### config.mk
export PLATFORM = sky130hd
export DESIGN_NAME = lru_key_value_cache_top
export DESIGN_NICKNAME = d
export VERILOG_FILES = /design/src/lkvc_pkg.sv /design/src/lkvc_ram.sv /design/src/lru_key_value_cache_top.sv
export SDC_FILE = /design/constraint.sdc
export NUM_CORES = 2
export LEC_CHECK = 0
export BUFFER_PORTS_ARGS = -buffer_cell sky130_fd_sc_hd__buf_2
export CAP_MARGIN = 20
export CORE_MARGIN = 10
export CORE_UTILIZATION = 50
export CTS_CLUSTER_DIAMETER = 30
export DETAILED_ROUTE_END_ITERATION = 7
export GPL_TIMING_DRIVEN = 1
export PLACE_DENSITY = 0.66
export SYNTH_ARGS = -nofsm -noshare
export SYNTH_HDL_FRONTEND = slang
export SYNTH_SLANG_ARGS = --single-unit
### constraint.sdc
create_clock -name clk_i -period 14.75 [get_ports clk_i]
set_clock_uncertainty 0.15 [all_clocks]
set_input_delay 0.7375 -clock clk_i [delete_from_list [all_inputs] [get_ports clk_i]]
set_output_delay 0.7375 -clock clk_i [all_outputs]
set_load 0.005 [all_outputs]
### src/lkvc_pkg.sv
// Package: shared types and constants for the LRU key/value cache.
`default_nettype none
package lkvc_pkg;
  typedef enum logic {
    OP_GET = 1'b0,
    OP_PUT = 1'b1
  } op_e;

  typedef struct packed {
    logic        op;
    logic [31:0] key;
    logic [31:0] value;
  } req_t;

  typedef struct packed {
    logic        found;
    logic [31:0] read_value;
  } rsp_t;

  localparam logic [31:0] MissValue = 32'hFFFF_FFFF;
  localparam logic [31:0] PutValue  = 32'h0000_0000;
  localparam logic [4:0]  CapReset  = 5'd16;
  localparam logic        RegCap    = 1'b0;

  typedef enum logic [1:0] {
    ST_IDLE = 2'd0,
    ST_LOOK = 2'd1,
    ST_OUT  = 2'd2
  } state_e;
endpackage
`default_nettype wire

### src/lkvc_ram.sv
// Generic single-port-write, single-read RAM with registered read data.
`default_nettype none
module lkvc_ram #(
  parameter int Width = 32,
  parameter int Depth = 16
) (
  input  wire logic                                       clk_i,
  input  wire logic                                       we_i,
  input  wire logic [((Depth > 1) ? $clog2(Depth) : 1)-1:0] waddr_i,
  input  wire logic [Width-1:0]                           wdata_i,
  input  wire logic [((Depth > 1) ? $clog2(Depth) : 1)-1:0] raddr_i,
  output logic [Width-1:0]                                rdata_o
);
  logic [Width-1:0] mem_q [Depth];

  // Write and registered read
  always_ff @(posedge clk_i) begin
    if (we_i) begin
      mem_q[waddr_i] <= wdata_i;
    end
    rdata_o <= mem_q[raddr_i];
  end
endmodule
`default_nettype wire

### src/lru_key_value_cache_top.sv
// Top level: LRU key/value cache with APB configuration port.
// Keys, ages and valid bits sit in flip-flop rows so every key is compared in
// parallel; values live in a synchronous RAM. A request is accepted in an idle
// cycle, matched and used to update the rows and the value RAM in the next
// cycle, and its result is presented in the cycle after that, read straight
// from the RAM output. A new request is accepted only once the previous result
// has been taken, so requests never overlap. No clearing pass is needed after
// reset, since only valid slots are read.
`default_nettype none
module lru_key_value_cache_top #(
  parameter int Entries = 16
) (
  input  wire logic           clk_i,
  input  wire logic           rst_ni,
  input  wire logic           in_valid_i,
  output logic                in_stall_o,
  input  wire lkvc_pkg::req_t in_data_i,
  output logic                out_valid_o,
  input  wire logic           out_stall_i,
  output lkvc_pkg::rsp_t      out_data_o,
  input  wire logic           psel,
  input  wire logic           penable,
  input  wire logic           pwrite,
  input  wire logic [2:0]     paddr,
  input  wire logic [31:0]    pwdata,
  output logic [31:0]         prdata,
  output logic                pready
);
  import lkvc_pkg::*;

  localparam int IdxW = (Entries > 1) ? $clog2(Entries) : 1;
  localparam int CntW = $clog2(Entries + 1);
  localparam int CmpW = (CntW > 6) ? CntW : 6;

  state_e state_q, state_d;
  logic [4:0]      cap_q;
  logic [31:0]     key_q   [Entries];
  logic [IdxW-1:0] age_q   [Entries];
  logic [Entries-1:0] valid_q;
  logic [CntW-1:0] used_q;
  req_t            req_q;
  logic            hit_q;
  rsp_t            rsp;
  logic [31:0]     ram_rdata;

  // Configuration port
  assign pready = 1'b1;
  assign prdata = (paddr[2] == RegCap) ? {27'd0, cap_q} : 32'd0;

  always_ff @(posedge clk_i or negedge rst_ni) begin
    if (!rst_ni) begin
      cap_q <= CapReset;
    end else if (psel && penable && pwrite && paddr[2] == RegCap) begin
      cap_q <= pwdata[4:0];
    end
  end

  // Effective capacity: zero acts as one, saturate at Entries
  logic [CmpW-1:0] cap_eff;
  always_comb begin
    cap_eff = CmpW'(cap_q);
    if (cap_q == 5'd0) cap_eff = CmpW'(1);
    if (cap_eff > CmpW'(Entries)) cap_eff = CmpW'(Entries);
  end

  // Tag match, free search and oldest search over the flip-flop rows
  logic            hit;
  logic [IdxW-1:0] hit_idx, free_idx, old_idx;
  logic            free_any;
  logic [IdxW-1:0] old_age;
  always_comb begin
    hit = 1'b0; hit_idx = '0; free_any = 1'b0; free_idx = '0;
    old_idx = '0; old_age = '0;
    for (int j = Entries - 1; j >= 0; j--) begin
      if (valid_q[j] && key_q[j] == req_q.key) begin
        hit = 1'b1; hit_idx = IdxW'(j);
      end
      if (!valid_q[j]) begin
        free_any = 1'b1; free_idx = IdxW'(j);
      end
    end
    for (int j = 0; j < Entries; j++) begin
      if (valid_q[j] && age_q[j] == IdxW'(used_q - 1'b1)) begin
        old_idx = IdxW'(j); old_age = age_q[j];
      end
    end
  end

  logic fill;
  assign fill = free_any && (CmpW'(used_q) < cap_eff);

  logic            accept;
  assign accept     = in_valid_i && !in_stall_o;
  assign in_stall_o = (state_q != ST_IDLE);

  // Sequencer
  always_comb begin
    state_d = state_q;
    case (state_q)
      ST_IDLE: if (in_valid_i) state_d = ST_LOOK;
      ST_LOOK: state_d = ST_OUT;
      ST_OUT:  if (!out_stall_i) state_d = ST_IDLE;
      default: state_d = ST_IDLE;
    endcase
  end

  always_ff @(posedge clk_i or negedge rst_ni) begin
    if (!rst_ni) state_q <= ST_IDLE;
    else         state_q <= state_d;
  end

  // Capture request
  always_ff @(posedge clk_i) begin
    if (accept) req_q <= in_data_i;
  end

  // Decide slot and update tags and ages in the match cycle
  logic            do_upd;
  logic [IdxW-1:0] tgt;
  logic [IdxW-1:0] tgt_age;
  logic            is_fill;
  always_comb begin
    is_fill = 1'b0;
    if (hit) begin
      tgt = hit_idx; tgt_age = age_q[hit_idx];
    end else if (fill) begin
      tgt = free_idx; tgt_age = IdxW'(used_q); is_fill = 1'b1;
    end else begin
      tgt = old_idx; tgt_age = old_age;
    end
    do_upd = (state_q == ST_LOOK) && (hit || req_q.op == OP_PUT);
  end

  always_ff @(posedge clk_i or negedge rst_ni) begin
    if (!rst_ni) begin
      valid_q <= '0;
      used_q  <= '0;
      for (int j = 0; j < Entries; j++) age_q[j] <= '0;
    end else if (do_upd) begin
      for (int j = 0; j < Entries; j++) begin
        if (IdxW'(j) == tgt) begin
          age_q[j] <= '0;
        end else if (valid_q[j] && (is_fill || age_q[j] < tgt_age)) begin
          age_q[j] <= age_q[j] + 1'b1;
        end
      end
      if (is_fill) begin
        valid_q[tgt] <= 1'b1;
        used_q       <= used_q + 1'b1;
      end
    end
  end

  always_ff @(posedge clk_i) begin
    if (do_upd && !hit) key_q[tgt] <= req_q.key;
    if (state_q == ST_LOOK) begin
      hit_q <= hit;
    end
  end

  // Value store
  lkvc_ram #(.Width(32), .Depth(Entries)) u_value_ram (
    .clk_i  (clk_i),
    .we_i   (do_upd && req_q.op == OP_PUT),
    .waddr_i(tgt),
    .wdata_i(req_q.value),
    .raddr_i(tgt),
    .rdata_o(ram_rdata)
  );

  // Build the result from the match flag and the RAM output
  always_comb begin
    rsp.found = hit_q;
    if (req_q.op == OP_PUT) rsp.read_value = PutValue;
    else if (hit_q)         rsp.read_value = ram_rdata;
    else                    rsp.read_value = MissValue;
  end

  assign out_valid_o = (state_q == ST_OUT);
  assign out_data_o  = rsp;
endmodule
`default_nettype wire

Word-level counts from Yosys, hierarchy flattened:

Memory sizes are Yosys's and may differ from the RTL's. A register that Yosys moved wholly into a read port is not among the register bits.
Index checks and enable logic that the tools add are counted.

* input bits: 107
* memory bits (writable): 1024
* bits in registers: 158
* memories kept: 2

* muxes and demuxes: 150
* reduce and logical (&&, ||, !) cells: 114
* magnitude comparators: 21
* equal/unequal tests: 51
* bitwise gates (word level): 3
* $add $sub $neg: 18

Memories
* key_q: words 16, width 32, rd ports 16, clocked after Yosys merged registers in 0, write ports 1, line lru_key_value_cache_top.sv:37 `logic [31:0] key_q [Entries];`
* u_value_ram.mem_q: words 16, width 32, rd ports 1, clocked after Yosys merged registers in 1, write ports 1, line lkvc_ram.sv:14 `logic [Width-1:0] mem_q [Depth];`

Operator list (number)
* 32-bit == test: 16
* 4-bit 2-to-1 mux: 100
* 4-bit by 1-bit adder with 4-bit output (second input constant): 16
* 4-bit == test: 16
* 4-bit < comparator: 16
* 32-bit 2-to-1 mux: 2
* 1-bit logical AND: 57
* 1-bit 2-to-1 mux: 40
* 2-bit AND reduction: 18
* 2-bit nonzero test: 17
* 4-bit == test (first input constant): 8
* 1-bit logical OR: 17
* 4-bit binary-select mux with 4-bit select: 1
* 3-bit by 4-bit == test with 1-bit output (first input constant): 4
* 16-bit OR: 1
* 5-bit 2-to-1 mux: 3
* 2-bit by 4-bit == test with 1-bit output (first input constant): 2
* 6-bit by 5-bit greater-than comparator with 1-bit output (second input constant): 1
* 2-bit one-hot mux with 3 select lines: 1
* 5-bit by 1-bit adder with 5-bit output (second input constant): 1
* 5-bit >= comparator (second input constant): 1
* 5-bit logical NOT: 1
* 4-bit by 5-bit < comparator with 1-bit output (second input constant): 1
* 5-bit < comparator: 1
* other kinds (13): 16

Longest topological paths before layout:

An unclocked memory read counts as a cell.

* depth in word-level cells: 29
* gate-level depth with buffers: 28
* gate-level depth less buffers: 24

By module:

Synthesis repeated with hierarchy kept, for this count alone.

* cells, all modules: 3545
* area, all modules: 54076.9 µm²

By module, submodules not included
* lru_key_value_cache_top: cells an instance 2707, times used 1, seq. area each 19660.1 µm², area each 34241.6 µm²
* lkvc_ram: cells an instance 838, times used 1, seq. area each 16015.4 µm², area each 19835.3 µm²

Worst setup path after synthesis:

OpenSTA, ideal clock, no wires.

* path kind: reg-to-reg
* start point: register req_q[45] (netlist name)
* end point: register age_q[3] (netlist name)
* setup slack: 8.398 ns
* cell stages (with the launch flop): 24
* data required time: 14.522 ns
* data arrival time: 6.124 ns
* path through: edfxtp_1 buf_4 buf_6 xor2_1 nor4_1 nand4_1 or4_1 nand4_1 nor4_1 nor3_1 clkbuf_1 buf_2 mux2i_1 a21oi_1 mux2i_1 mux2i_1 a21oi_1 ha_1 o21a_1 o21a_1 o21ai_0 a21oi_4 or4_1 a21oi_1

* cells in the longest elaborated chain, start to end: 28
* elaborated cells between the ends (all ways): 80
* classes of those cells: order compare: 1; eq/ne: 17; mux: 39; bitwise: 1; reduce/logical: 22

Ends and longest elaborated chain
* from (decl): line lru_key_value_cache_top.sv:41 `req_t req_q;`
* from (signal assigned): line lru_key_value_cache_top.sv:114 `if (accept) req_q <= in_data_i;`
* 32-bit == test: line lru_key_value_cache_top.sv:75 `if (valid_q[j] && key_q[j] == req_q.key) begin`
* 1-bit logical AND: line lru_key_value_cache_top.sv:75
* 4-bit 2-to-1 mux (16 in a row): line lru_key_value_cache_top.sv:75
* 4-bit NOT with 5-bit output (not written as such): line lru_key_value_cache_top.sv:125 `tgt = hit_idx; tgt_age = age_q[hit_idx];`
* 4-bit binary-select mux with 4-bit select: line lru_key_value_cache_top.sv:125
* 4-bit 2-to-1 mux (not written as such) (2 in a row): line lru_key_value_cache_top.sv:125
* 4-bit 2-to-1 mux: line lru_key_value_cache_top.sv:124 `if (hit) begin`
* 4-bit < comparator: line lru_key_value_cache_top.sv:143 `end else if (valid_q[j] && (is_fill || age_q[j] < tgt_age)) begin`
* 1-bit logical OR: line lru_key_value_cache_top.sv:143
* 1-bit logical AND: line lru_key_value_cache_top.sv:143
* 2-bit nonzero test (no line)
* 2-bit AND reduction (no line)
* to (signal, indexed assignment): line lru_key_value_cache_top.sv:144 `age_q[j] <= age_q[j] + 1'b1;`
* to (decl): line lru_key_value_cache_top.sv:38 `logic [IdxW-1:0] age_q [Entries];`

Parallel ways exist; a longest one is shown, timed or not. The select of a mux whose other input is x is not followed.
A chain may end at the register's enable or synchronous reset.

Worst setup path after layout:

* start point: register req_q[51] (netlist name)
* end point: register age_q[3] (netlist name)

Same word-level chain as after synthesis.

==> impl_metrics.toml <==
[outcome]
run_status = "complete, no violations"

[sta]
slew_headroom_pct = 25.5
tns_ns = 0
worst_slack_ns = 6.92
fmax_mhz = 128
finalHoldViolCount = 0
rsz0062_at_grt = "no"
final_max_slew_viol_count = 0
finalCritPeriodShare_pct = 53.1
min_period_ns = 7.83
setup_viol = 0
tightestPinTransition_ns = 1.11

[critical_path]
setup.worst_path.class = "reg -> reg"
cp_max_fo = 22
reg2reg_from = "req_q[51]"
cp.buffers_inverters = 3
slowest_stage = "a21oi_1"
worstSetupStartpointType = "register"
setup.worst_path.start = "req_q[51]"
crit_arrival_ns = 8.36
path_cells = "buf_4 > xor2_1 > nor4_1 > nand4_1 > or4_1 > nand4_1 > nor4_2 > nor3_2 > buf_4 > mux2_2 > o21ai_0 > nand2_1 > o21ai_0 > mux2i_1 > a21oi_1 > buf_4 > ha_1 > o21a_1 > o21a_1 > o21ai_0 > a21oi_4 > or4_1 > a21oi_1"
required_ns = 15.28
crit_family = "simple AND/OR/NAND/NOR gates"
end_kind = "register"
cpPeakStageDelay_ns = 0.85

[flow_run]
maxCapViolations = 0

[die]
initial_core_util_pct = 50.2
rows = 122
ios = 175
dieArea_mm2 = 0.124
dieWidth_um = 353
fp.dieH_um = 353
core_area_mm2 = 0.110

[power_and_ir_drop]
switching_share_pct = 35.4
peakVddDrop_v = 0.000395
totalPowerFinal_mw = 14.8
p_seq_share_pct = 30.4
switching_power_mw = 5.23
power.share.clock_pct = 37.6
cellLeakagePower_nw = 23.5
combPwrFrac_pct = 31.9
powerDensity_mw_per_mm2 = 221
p_int_mw = 9.53

[synth]
synth_seq_cells = 1214
syn_avg_cell_area_um2 = 13.7
ys_seq_area_share_pct = 64.4
async_reset_ff_share_pct = 7.58
yosysWarningCount = 0
synth_cell_type_count = 96
ys.flop_type = "edfxtp_1"
synthesis.area_mm2 = 0.0554
synth_cells = 4052
synth_edf_count = 1090

[global_route]
grt_pass1_wl_um = 217000
grt_pass1_vias = 35046
grt_max_degree = 198
antenna_found_initial = 1
grt_overflow = 0
grt_usage_pct = 22.7

[clock_network]
cts_root_buf = "clkbuf_16"
clk_path_buf_depth = 3
h-tree-depth = 4
cts_num_sinks = 1214
insertion_delay_ns = 0.84
cts_buffers = 236
clk_pin_slew_ns = 0.05
cts_tree = "done"

[drt]
vias = 35568
drc = 0
via_per_inst = 5.87
detail-route-antenna-nets = 0
drt_wl_total_um = 144000
wire_per_inst_um = 23.8
first_pass_iters = 6
dr.first_iter.drc_count = 3427

[final_layout]
layout_common_cells = "edfxtp_1, xor2_1, clkbuf_16, a21oi_1, nand2_1"
fill_cells = 8281
final_common_cell = "edfxtp_1"
antenna_cells = 0
multiInputGateArea_mm2 = 0.0184
drive_gt1_share_pct = 15.6
seqCellArea_mm2 = 0.0357
syn2layout_area_growth_pct = 20.5
layout.nets = 4530

[place]
io_buffers = 117
dp.final_hpwl_um = 80400
place_ws_ns = 7.02
gp_congestion = 0.936

[hold_path]
hp-start = "pwdata[1]"
hold_path.class = "in -> reg"
## synthesized netlist by cell type, types with 14 or more instances
| cell | number | share of area (%) |
|---|---|---|
| edfxtp_1 | 1090 | 59 |
| xor2_1 | 391 | 6.2 |
| a21oi_1 | 228 | 2.1 |
| nand2_1 | 176 | 1.2 |
| nor4_1 | 175 | 2.0 |
| xnor2_1 | 170 | 2.7 |
| mux2i_1 | 159 | 2.9 |
| nor2b_1 | 149 | 1.7 |
| a211oi_1 | 143 | 1.9 |
| nor2_1 | 120 | 0.81 |
| nand4_1 | 100 | 1.1 |
| clkbuf_1 | 92 | 0.62 |
| dfrtp_1 | 91 | 4.1 |
| o21ai_0 | 83 | 0.75 |
| nand3_1 | 71 | 0.64 |
| ha_1 | 70 | 1.6 |
| a22oi_1 | 66 | 0.89 |
| inv_1 | 65 | 0.44 |
| buf_2 | 61 | 0.55 |
| buf_4 | 56 | 0.76 |
| nor3_1 | 50 | 0.45 |
| dfxtp_1 | 32 | 1.2 |
| or3_1 | 26 | 0.29 |
| nand2b_1 | 25 | 0.28 |
| a31oi_1 | 23 | 0.26 |
| or4_1 | 23 | 0.31 |
| buf_6 | 22 | 0.45 |
| nor4b_1 | 18 | 0.28 |
| o21a_1 | 16 | 0.22 |
| o211ai_1 | 15 | 0.20 |
| nand4b_1 | 14 | 0.22 |
## worst register-to-register path: stages, from the launching register on
cell and delay, ns:
edfxtp_1 0.82, buf_4 0.49, xor2_1 0.15, nor4_1 0.45, nand4_1 0.23, or4_1 0.70
nand4_1 0.31, nor4_2 0.18, nor3_2 0.24, buf_4 0.32, mux2_2 0.38, o21ai_0 0.14
nand2_1 0.07, o21ai_0 0.11, mux2i_1 0.11, a21oi_1 0.85, buf_4 0.37, ha_1 0.26
o21a_1 0.17, o21a_1 0.15, o21ai_0 0.28, a21oi_4 0.08, or4_1 0.51, a21oi_1 0.16
## flip-flops by register name, summed over array words and instances, names as in the netlist
register             count
state_q                  2
age_q                   64
used_q                   5
key_q                  512
req_q                   65
valid_q                 16
hit_q                    1
u_value_ram.mem_q      512
cap_q                    5
u_value_ram.rdata_o     32
## routing by layer
layer	wire length (µm)	track usage, %	vias to the layer above
met5	0	0	-
met4	3580	7.32	0
met3	11000	4.43	241
met2	66500	35.3	1427
met1	63000	31.9	17813
li1	-	-	16087
## worst paths after layout
check | endpoint | slack, ns | cells after the start
max in group asynchronous | age_q[8] | 12.91 | 3
worst max register to register | age_q[3] | 6.92 | 23
min in group asynchronous | state_q[0] | 0.39 | 2
worst min register to register | used_q[4] | 0.32 | 1
worst max-delay path | age_q[3] | 6.92 | 23
worst min-delay path | cap_q[1] | 0.05 | 2
## stage by stage
step	utilization [%]	std cells	cell area, µm²	hold WS [ns]
global placement	52.2	5536	57600	0.318
finish	60.5	6055	66800	0.0480
floorplan	-	4078	55500	0.292
global route	60.5	6055	66800	0.0170
CTS	60.5	6054	66700	0.00403
detailed placement	52.2	5536	57600	0.326
## cells by family after synthesis
kind of cell | synth area share, %
and+or+nand+nor | 10.2
AOI/OAI and AO/OA | 8.36
xor gates and xnor gates | 9.31
other | 0.0136
adders and majority gates | 1.58
muxes | 3.18
DFF | 64.4
buffers and inverters | 2.95
## power groups by stage
| stage | sequential, mW | combinational (mW) | clock, mW |
|---|---|---|---|
| final | 4.49 | 4.72 | 5.55 |
| after global routing | 4.52 | 5.17 | 5.82 |
| after CTS | 4.48 | 4.69 | 5.61 |
| after detailed placement | 4.54 | 4.64 | 0 |
| after global placement | 4.53 | 4.58 | 0 |
| after floorplan | 4.43 | 3.47 | 0 |
## what timing repair did
item / in CTS / in global routing
hold buffers: 66 / 0
resized for setup: 0 / 0
hold endpoints to repair: 112 / 0
buffers inserted: 0 / 0
## layout make-up
type,instances,area share [%]
clock inverter,173,3.52
clock buffer,279,9.24
sequential,1214,53.4
inverter,65,0.365
timing repair buffer,282,3.03
tap,1488,2.79
multi-input combinational,2554,27.6
(Power assumes the default switching activity.)
